$ cat config.mk
export PLATFORM = sky130hd
export DESIGN_NAME = rsa_byte_modular_exponentiation_top
export DESIGN_NICKNAME = d
export VERILOG_FILES = /design/src/rtl/rbme_pkg.sv /design/src/rtl/rbme_mulmod.sv /design/src/rtl/rsa_byte_modular_exponentiation_top.sv
export SDC_FILE = /design/constraint.sdc
export NUM_CORES = 1
export LEC_CHECK = 0
export BUFFER_PORTS_ARGS = -buffer_cell sky130_fd_sc_hd__buf_2
export CORE_ASPECT_RATIO = 1.5
export CORE_MARGIN = 4
export CORE_UTILIZATION = 62
export DETAILED_ROUTE_END_ITERATION = 12
export PLACE_DENSITY_LB_ADDON = 0.25
export SLEW_MARGIN = 20
export SYNTH_ARGS = -nofsm -noshare
export SYNTH_HDL_FRONTEND = slang
export SYNTH_SLANG_ARGS = --single-unit
$ cat constraint.sdc
create_clock -name clock -period 6.58 [get_ports clock]
set_clock_uncertainty 0.1 [all_clocks]
set_input_delay 0.329 -clock clock [delete_from_list [all_inputs] [get_ports clock]]
set_output_delay 0.329 -clock clock [all_outputs]
set_load 0.01 [all_outputs]
$ cat src/rtl/rbme_pkg.sv
// Package with shared constants and types for the RSA byte exponentiation block.
`timescale 1ns / 1ps

package rbme_pkg;

   localparam int DEF_MOD_WIDTH = 32;
   localparam int CSR_DATA_W    = 32;
   localparam int CSR_INDEX_W   = 8;
   localparam int CHAR_W        = 8;
   localparam int CIPHER_W      = 32;

   localparam logic [CSR_INDEX_W-1:0] CSR_EXPONENT = 8'd0;
   localparam logic [CSR_INDEX_W-1:0] CSR_MODULUS  = 8'd1;

   localparam logic [CSR_DATA_W-1:0] RST_EXPONENT = 32'd3;
   localparam logic [CSR_DATA_W-1:0] RST_MODULUS  = 32'd3233;

   typedef enum logic [2:0] {
      ST_IDLE,
      ST_BASE,
      ST_SQR,
      ST_MUL,
      ST_DONE
   } state_type;

endpackage

$ cat src/rtl/rbme_mulmod.sv
// Bit-serial modular multiplier using shift-and-add with conditional subtraction.
`timescale 1ns / 1ps

module rbme_mulmod #(
   parameter int WIDTH = 32
) (
   input  logic             clock,
   input  logic             reset,
   input  logic             start,
   input  logic [WIDTH-1:0] a,
   input  logic [WIDTH-1:0] b,
   input  logic [WIDTH-1:0] modulus,
   output logic             done,
   output logic [WIDTH-1:0] prod
);

   import rbme_pkg::*;

   localparam int CNT_W = $clog2(WIDTH + 1);

   logic [WIDTH-1:0] acc_ff, acc_in;
   logic [WIDTH-1:0] a_ff, a_in;
   logic [WIDTH-1:0] b_ff, b_in;
   logic [CNT_W-1:0] cnt_ff, cnt_in;
   logic             add_ff, add_in;
   logic             busy_ff, busy_in;
   logic             done_ff, done_in;

   logic [WIDTH-1:0] operand;
   logic [WIDTH:0]   sum;
   logic [WIDTH+1:0] diff;
   logic [WIDTH-1:0] reduced;

   assign operand = add_ff ? a_ff : acc_ff;
   assign sum     = {1'b0, acc_ff} + {1'b0, operand};
   assign diff    = {1'b0, sum} - {2'b00, modulus};
   assign reduced = diff[WIDTH+1] ? sum[WIDTH-1:0] : diff[WIDTH-1:0];

   always_comb begin
      acc_in  = acc_ff;
      a_in    = a_ff;
      b_in    = b_ff;
      cnt_in  = cnt_ff;
      add_in  = add_ff;
      busy_in = busy_ff;
      done_in = 1'b0;
      if (start) begin
         acc_in  = '0;
         a_in    = a;
         b_in    = b;
         cnt_in  = CNT_W'(WIDTH);
         add_in  = 1'b0;
         busy_in = 1'b1;
      end else if (busy_ff) begin
         acc_in = reduced;
         if (!add_ff && b_ff[WIDTH-1]) begin
            add_in = 1'b1;
         end else begin
            add_in = 1'b0;
            b_in   = b_ff << 1;
            cnt_in = cnt_ff - CNT_W'(1);
            if (cnt_ff == CNT_W'(1)) begin
               busy_in = 1'b0;
               done_in = 1'b1;
            end
         end
      end
   end

   always_ff @(posedge clock) begin
      if (reset) begin
         busy_ff <= 1'b0;
         done_ff <= 1'b0;
      end else begin
         busy_ff <= busy_in;
         done_ff <= done_in;
      end
      acc_ff <= acc_in;
      a_ff   <= a_in;
      b_ff   <= b_in;
      cnt_ff <= cnt_in;
      add_ff <= add_in;
   end

   assign done = done_ff;
   assign prod = acc_ff;

endmodule

$ cat src/rtl/rsa_byte_modular_exponentiation_top.sv
// Top level of the RSA byte exponentiation block: control sequencer and registers.
//
//   Channel   Direction   Handshake              Beat contents
//   req_      in          req_valid/req_stall    plain_char, last_char
//   rsp_      out         rsp_valid/rsp_stall    cipher_value, last_out
//   csr_      in          csr_valid/csr_ready    index, data
//
// One character is processed at a time. With W = min(MOD_WIDTH, 32), the character is first
// reduced by one modular product, then W squarings and one product per set exponent bit follow.
// A modulus below two gives a zero result without any product. Each product runs bit-serially
// in the multiplier, one multiplier bit at a time, with an extra add step for each set bit.
// Reset is synchronous and active high. A finished beat waits in the output register while
// rsp_stall is high, and the next character is accepted meanwhile.
`timescale 1ns / 1ps

module rsa_byte_modular_exponentiation_top #(
   parameter int MOD_WIDTH = rbme_pkg::DEF_MOD_WIDTH
) (
   input  logic                              clock,
   input  logic                              reset,
   input  logic                              req_valid,
   output logic                              req_stall,
   input  logic [rbme_pkg::CHAR_W-1:0]       req_plain_char,
   input  logic                              req_last_char,
   output logic                              rsp_valid,
   input  logic                              rsp_stall,
   output logic [rbme_pkg::CIPHER_W-1:0]     rsp_cipher_value,
   output logic                              rsp_last_out,
   input  logic                              csr_valid,
   output logic                              csr_ready,
   input  logic [rbme_pkg::CSR_INDEX_W-1:0]  csr_index,
   input  logic [rbme_pkg::CSR_DATA_W-1:0]   csr_data
);

   import rbme_pkg::*;

   localparam int REG_W = (MOD_WIDTH < CSR_DATA_W) ? MOD_WIDTH : CSR_DATA_W;
   localparam int CNT_W = $clog2(REG_W + 1);

   state_type        state_ff, state_in;
   logic [REG_W-1:0] exponent_ff;
   logic [REG_W-1:0] modulus_ff;
   logic [REG_W-1:0] exp_ff, exp_in;
   logic [CNT_W-1:0] cnt_ff, cnt_in;
   logic [REG_W-1:0] base_ff, base_in;
   logic [REG_W-1:0] result_ff, result_in;
   logic             last_ff, last_in;
   logic             rsp_valid_ff, rsp_valid_in;
   logic [REG_W-1:0] rsp_value_ff;
   logic             rsp_last_ff;
   logic             out_load;
   logic             mod_small;

   logic             mm_start;
   logic [REG_W-1:0] mm_a;
   logic [REG_W-1:0] mm_b;
   logic             mm_done;
   logic [REG_W-1:0] mm_prod;

   rbme_mulmod #(
      .WIDTH (REG_W)
   ) u_mulmod (
      .clock   (clock),
      .reset   (reset),
      .start   (mm_start),
      .a       (mm_a),
      .b       (mm_b),
      .modulus (modulus_ff),
      .done    (mm_done),
      .prod    (mm_prod)
   );

   assign mod_small = modulus_ff < REG_W'(2);
   assign req_stall = state_ff != ST_IDLE;
   assign csr_ready = 1'b1;

   always_comb begin
      state_in  = state_ff;
      exp_in    = exp_ff;
      cnt_in    = cnt_ff;
      base_in   = base_ff;
      result_in = result_ff;
      last_in   = last_ff;
      mm_start  = 1'b0;
      mm_a      = mm_prod;
      mm_b      = mm_prod;
      out_load  = 1'b0;
      case (state_ff)
         ST_IDLE: begin
            if (req_valid) begin
               last_in = req_last_char;
               if (mod_small) begin
                  result_in = '0;
                  state_in  = ST_DONE;
               end else begin
                  mm_start = 1'b1;
                  mm_a     = REG_W'(1);
                  mm_b     = REG_W'(req_plain_char);
                  state_in = ST_BASE;
               end
            end
         end
         ST_BASE: begin
            if (mm_done) begin
               base_in   = mm_prod;
               result_in = REG_W'(1);
               exp_in    = exponent_ff;
               cnt_in    = CNT_W'(REG_W);
               mm_start  = 1'b1;
               mm_a      = REG_W'(1);
               mm_b      = REG_W'(1);
               state_in  = ST_SQR;
            end
         end
         ST_SQR: begin
            if (mm_done) begin
               result_in = mm_prod;
               if (exp_ff[REG_W-1]) begin
                  mm_start = 1'b1;
                  mm_b     = base_ff;
                  state_in = ST_MUL;
               end else begin
                  exp_in = exp_ff << 1;
                  cnt_in = cnt_ff - CNT_W'(1);
                  if (cnt_ff == CNT_W'(1)) begin
                     state_in = ST_DONE;
                  end else begin
                     mm_start = 1'b1;
                     state_in = ST_SQR;
                  end
               end
            end
         end
         ST_MUL: begin
            if (mm_done) begin
               result_in = mm_prod;
               exp_in    = exp_ff << 1;
               cnt_in    = cnt_ff - CNT_W'(1);
               if (cnt_ff == CNT_W'(1)) begin
                  state_in = ST_DONE;
               end else begin
                  mm_start = 1'b1;
                  state_in = ST_SQR;
               end
            end
         end
         ST_DONE: begin
            if (!rsp_valid_ff || !rsp_stall) begin
               out_load = 1'b1;
               state_in = ST_IDLE;
            end
         end
         default: begin
            state_in = ST_IDLE;
         end
      endcase
   end

   assign rsp_valid_in = out_load | (rsp_valid_ff & rsp_stall);

   always_ff @(posedge clock) begin
      if (reset) begin
         state_ff     <= ST_IDLE;
         rsp_valid_ff <= 1'b0;
      end else begin
         state_ff     <= state_in;
         rsp_valid_ff <= rsp_valid_in;
      end
      exp_ff    <= exp_in;
      cnt_ff    <= cnt_in;
      base_ff   <= base_in;
      result_ff <= result_in;
      last_ff   <= last_in;
      if (out_load) begin
         rsp_value_ff <= result_ff;
         rsp_last_ff  <= last_ff;
      end
   end

   always_ff @(posedge clock) begin
      if (reset) begin
         exponent_ff <= REG_W'(RST_EXPONENT);
         modulus_ff  <= REG_W'(RST_MODULUS);
      end else if (csr_valid && csr_ready) begin
         case (csr_index)
            CSR_EXPONENT: exponent_ff <= csr_data[REG_W-1:0];
            CSR_MODULUS:  modulus_ff  <= csr_data[REG_W-1:0];
            default:      ;
         endcase
      end
   end

   assign rsp_valid        = rsp_valid_ff;
   assign rsp_cipher_value = CIPHER_W'(rsp_value_ff);
   assign rsp_last_out     = rsp_last_ff;

   assert property (@(posedge clock) disable iff (reset)
      mm_done |-> (state_ff == ST_BASE || state_ff == ST_SQR || state_ff == ST_MUL))
      else $error("Multiplier finished outside an exponentiation step.");

   assert property (@(posedge clock) disable iff (reset)
      (state_ff == ST_BASE || state_ff == ST_SQR || state_ff == ST_MUL) |-> !mod_small)
      else $error("Exponentiation running with a modulus below two.");

   assert property (@(posedge clock) disable iff (reset)
      (state_ff == ST_SQR || state_ff == ST_MUL) |-> (result_ff < modulus_ff))
      else $error("Running result is not reduced below the modulus.");

endmodule

==> impl_metrics.toml <==
[outcome]
run_status = "finished, final reports clean"

[drt]
post_drt_wl_per_cell_microns = 18.2
vias_per_cell = 5.99
drc = 0
first_pass_iters = 5
ant_nets = 0
drt_iter0_drc = 872
postRouteWirelength_microns = 36900
vias = 12100

[sta]
slew_viol_final = 0
finalSetupViolations = 0
tightest_slew_ps = 900
setup_tns_ps = 0
max_freq_mhz = 166
min_period_ps = 6020
rsz0062_at_grt = "no"
hold_viol = 0
slew_headroom = 0.400
post-route-period-util = 0.915

[global_routing]
grt_util_all_layers = 0.255
grt_pass1_vias = 11900
grt_overflow = 0
antenna_found_initial = 0
grt_pass1_wl_microns = 60200
grt_max_degree = 79

[worst_setup_path]
crit_chain = "buf_4, mux2_2, ha_1, fa_1, a21oi_1, nand4b_1, nand3_1, a31oi_1, a21oi_1, o221a_2, xor2_1, ha_1, and3_1, and2_1, nand4_1, nor2b_1, nor4_1, o31a_1, nand2_4, o311a_1, o21a_1"
cp_slowest_cell = "dfxtp_1"
startpoint = "u_mulmod.add_ff$_SDFFE_PP0P_"
critPathCaptureType = "flip-flop"
crit_required_ps = 6930
cp_data_arrival_time_ps = 6370
critPathMaxStageDelay_ps = 590
worstReg2RegEnd = "u_mulmod.prod[28]$_SDFFE_PP0P_"
crit_type = "reg -> reg"
startpoint_type = "flip-flop"
rr_worst_depth = 21
r2r_start = "u_mulmod.add_ff$_SDFFE_PP0P_"
r2r_slack_ps = 560
worstPathMaxFanout = 28
endpoint = "u_mulmod.prod[28]$_SDFFE_PP0P_"

[cells_and_area]
fin_cells = 2026
layout-drive-gt1-share = 0.136
nets = 1800
design_area_sq_mm = 0.0181
areaGrowthSynthToFinish_pct = 12.5
fillers = 1876
antennaDiodeCount = 0

[die]
coreArea_sq_mm = 0.0253
initial_core_util = 0.634
die_w_microns = 139
die-area_sq_mm = 0.0286
die_y_microns = 205
io_pins = 90
num_rows = 71

[clock_network]
clk_pin_slew_ps = 70
htreeDepth = 1
clock_path_buffers = 3
root_buffer = "clkbuf_16"
postCtsHoldBufs = 34
cts_buffers = 28
cts_tree = "done"
cts-resized-gates = 0
clock-sinks = 309
clk_latency_ps = 550
cts_setup_buffers = 0

[flow_run]
cap_violations = 0

[yosys]
synth_nets = 1717
netlist_instances = 1593
ys_ff_latch = 309
synth_area_sq_mm = 0.0161
synthArstFlopShare = 0
yosysWarnings = 0
synth_top_area_cell = "edfxtp_1"
synth_edf_count = 200
synth_cell_types = 78
ys_seq_area_frac = 0.510
postSynthAreaPerCell_sq_um = 10.1
synth_flop_cell = "edfxtp_1"
synth_area_leaders = "edfxtp_1 37%, dfxtp_1 14%, nand2_1 5.9%, ha_1 5.3%, a21oi_1 4.6%"
synth_top_area_frac = 0.374

[power_and_ir_drop]
p_leak_nw = 6.75
vdd_drop_max_mv = 0.471
power.density_mw_per_mm2 = 530

[placed_design]
dp_hpwl_microns = 25900
placed_area_sq_mm = 0.0167
portBuffers = 88
dp_cells = 1938
gp_congestion = 0.921

[hold_path]
hold_class = "in -> reg"
-- registers in the layout, indices dropped and copies added (netlist names), 32 cells and up --
register	count
u_mulmod.b_ff	32
u_mulmod.a_ff	32
exp_ff	32
base_ff	32
u_mulmod.prod	32
result_ff	32
exponent_ff	32
rsp_cipher_value	32
modulus_ff	32
-- metal layers --
metal / global-route usage / share of wire / vias up
li1: - / - / 5939
met4: 0.0692 / 0.025 / 0
met2: 0.468 / 0.52 / 344
met3: 0.0266 / 0.052 / 58
met1: 0.319 / 0.41 / 5794
met5: 0 / 0 / -
-- critical path, delay by kind of cell (launching register included) --
family                   cells  cell delay, ps
AND/OR/NAND/NOR              8            1660
XOR/XNOR                     1             240
adder cells (fa/ha/maj)      3             970
AO/OA/AOI/OAI                7            1700
flip-flops                   1             590
buffers and inverters        1             270
multiplexers                 1             360
-- metrics by stage --
step	worst slack, ps	hold slack (ps)	total power, mW	utilization
after global placement	836	301	7.71	0.661
after detailed placement	637	305	7.82	0.661
after global routing	123	81.4	10.2	0.713
after CTS	595	37.3	9.51	0.711
after floorplan	1210	300	6.73	-
final	559	54.3	9.57	0.713
-- cell usage after synthesis (9+ instances only) --
library cell  number
nand2_1          253
edfxtp_1         200
a21oi_1          149
dfxtp_1          109
nor2_1            83
clkbuf_1          68
ha_1              68
and2_1            67
o21ai_0           54
inv_1             53
o21ai_1           35
xnor2_1           34
mux2_2            33
a22o_1            31
mux2i_1           28
a21o_1            26
nand3_1           23
xor2_1            23
a31oi_1           21
nand4_1           15
nor3_1            14
nor4_1            14
o21a_1            14
buf_2             13
and3_1            12
a211oi_1          11
a221oi_1          10
nor2b_1           10
a311oi_2           9
nand3b_1           9
-- cells by family after synthesis --
kind of cell             count (synthesis)  share of synthesized area
buffers and inverters                  141                     0.0358
other                                    1                   0.000234
XOR/XNOR                                57                     0.0311
adder cells (fa/ha/maj)                 70                     0.0555
AO/OA/AOI/OAI                          418                      0.170
flip-flops                             309                      0.510
AND/OR/NAND/NOR                        536                      0.157
multiplexers                            61                     0.0406
-- worst min-delay path by stage --
stage / start / to / slack (ps) / depth (start not counted)
global placement: result_ff[6]$_DFFE_PP_ / rsp_cipher_value[6]$_DFFE_PP_ / 300 / 0
detailed placement: result_ff[29]$_DFFE_PP_ / rsp_cipher_value[29]$_DFFE_PP_ / 300 / 0
CTS: req_plain_char[4] / u_mulmod.b_ff[4]$_DFFE_PP_ / 40 / 3
floorplan: result_ff[0]$_DFFE_PP_ / rsp_cipher_value[0]$_DFFE_PP_ / 300 / 0
finish: req_plain_char[1] / u_mulmod.b_ff[1]$_DFFE_PP_ / 50 / 3
global route: req_plain_char[2] / u_mulmod.b_ff[2]$_DFFE_PP_ / 80 / 3
-- report_power, final --
part	internal (mW)	switching, mW	leakage [nW]
sequential	2.30	0.207	2.75
clock	0.945	0.708	0.448
combinational	2.12	3.28	3.55
-- layout by cell type, fill, tap and decap left out, types with 5 or more instances in the layout --
cell type,count
a21o_1,26
dlygate4sd3_1,34
o21ai_0,54
and2_1,67
ha_1,68
nand2b_1,5
inv_1,53
a211oi_1,11
mux2i_1,28
or2_2,7
dfxtp_1,108
a31oi_1,21
a311oi_2,9
mux2_2,33
a21oi_1,147
nand2_1,253
clkbuf_16,29
nor4_1,14
buf_2,88
nand3_1,22
o21ai_1,35
nor2_1,79
nand2_2,7
edfxtp_1,200
buf_4,15
nand3b_1,9
clkbuf_1,11
nor2b_1,10
a22o_1,31
xor2_1,23
o21a_1,14
o21bai_1,6
nor3_1,14
nand4_1,15
and3_1,11
a221oi_1,10
xnor2_1,34
-- cell type report --
class / count / area, sq um / area share
sequential: 309 / 8190 / 0.453
multi-input combinational: 1143 / 7370 / 0.408
timing repair buffer: 140 / 968 / 0.0536
clock buffer: 41 / 781 / 0.0432
tap: 328 / 410 / 0.0227
inverter: 54 / 203 / 0.0112
clock inverter: 11 / 143 / 0.00790
Power figures use the tool's default switching activity.
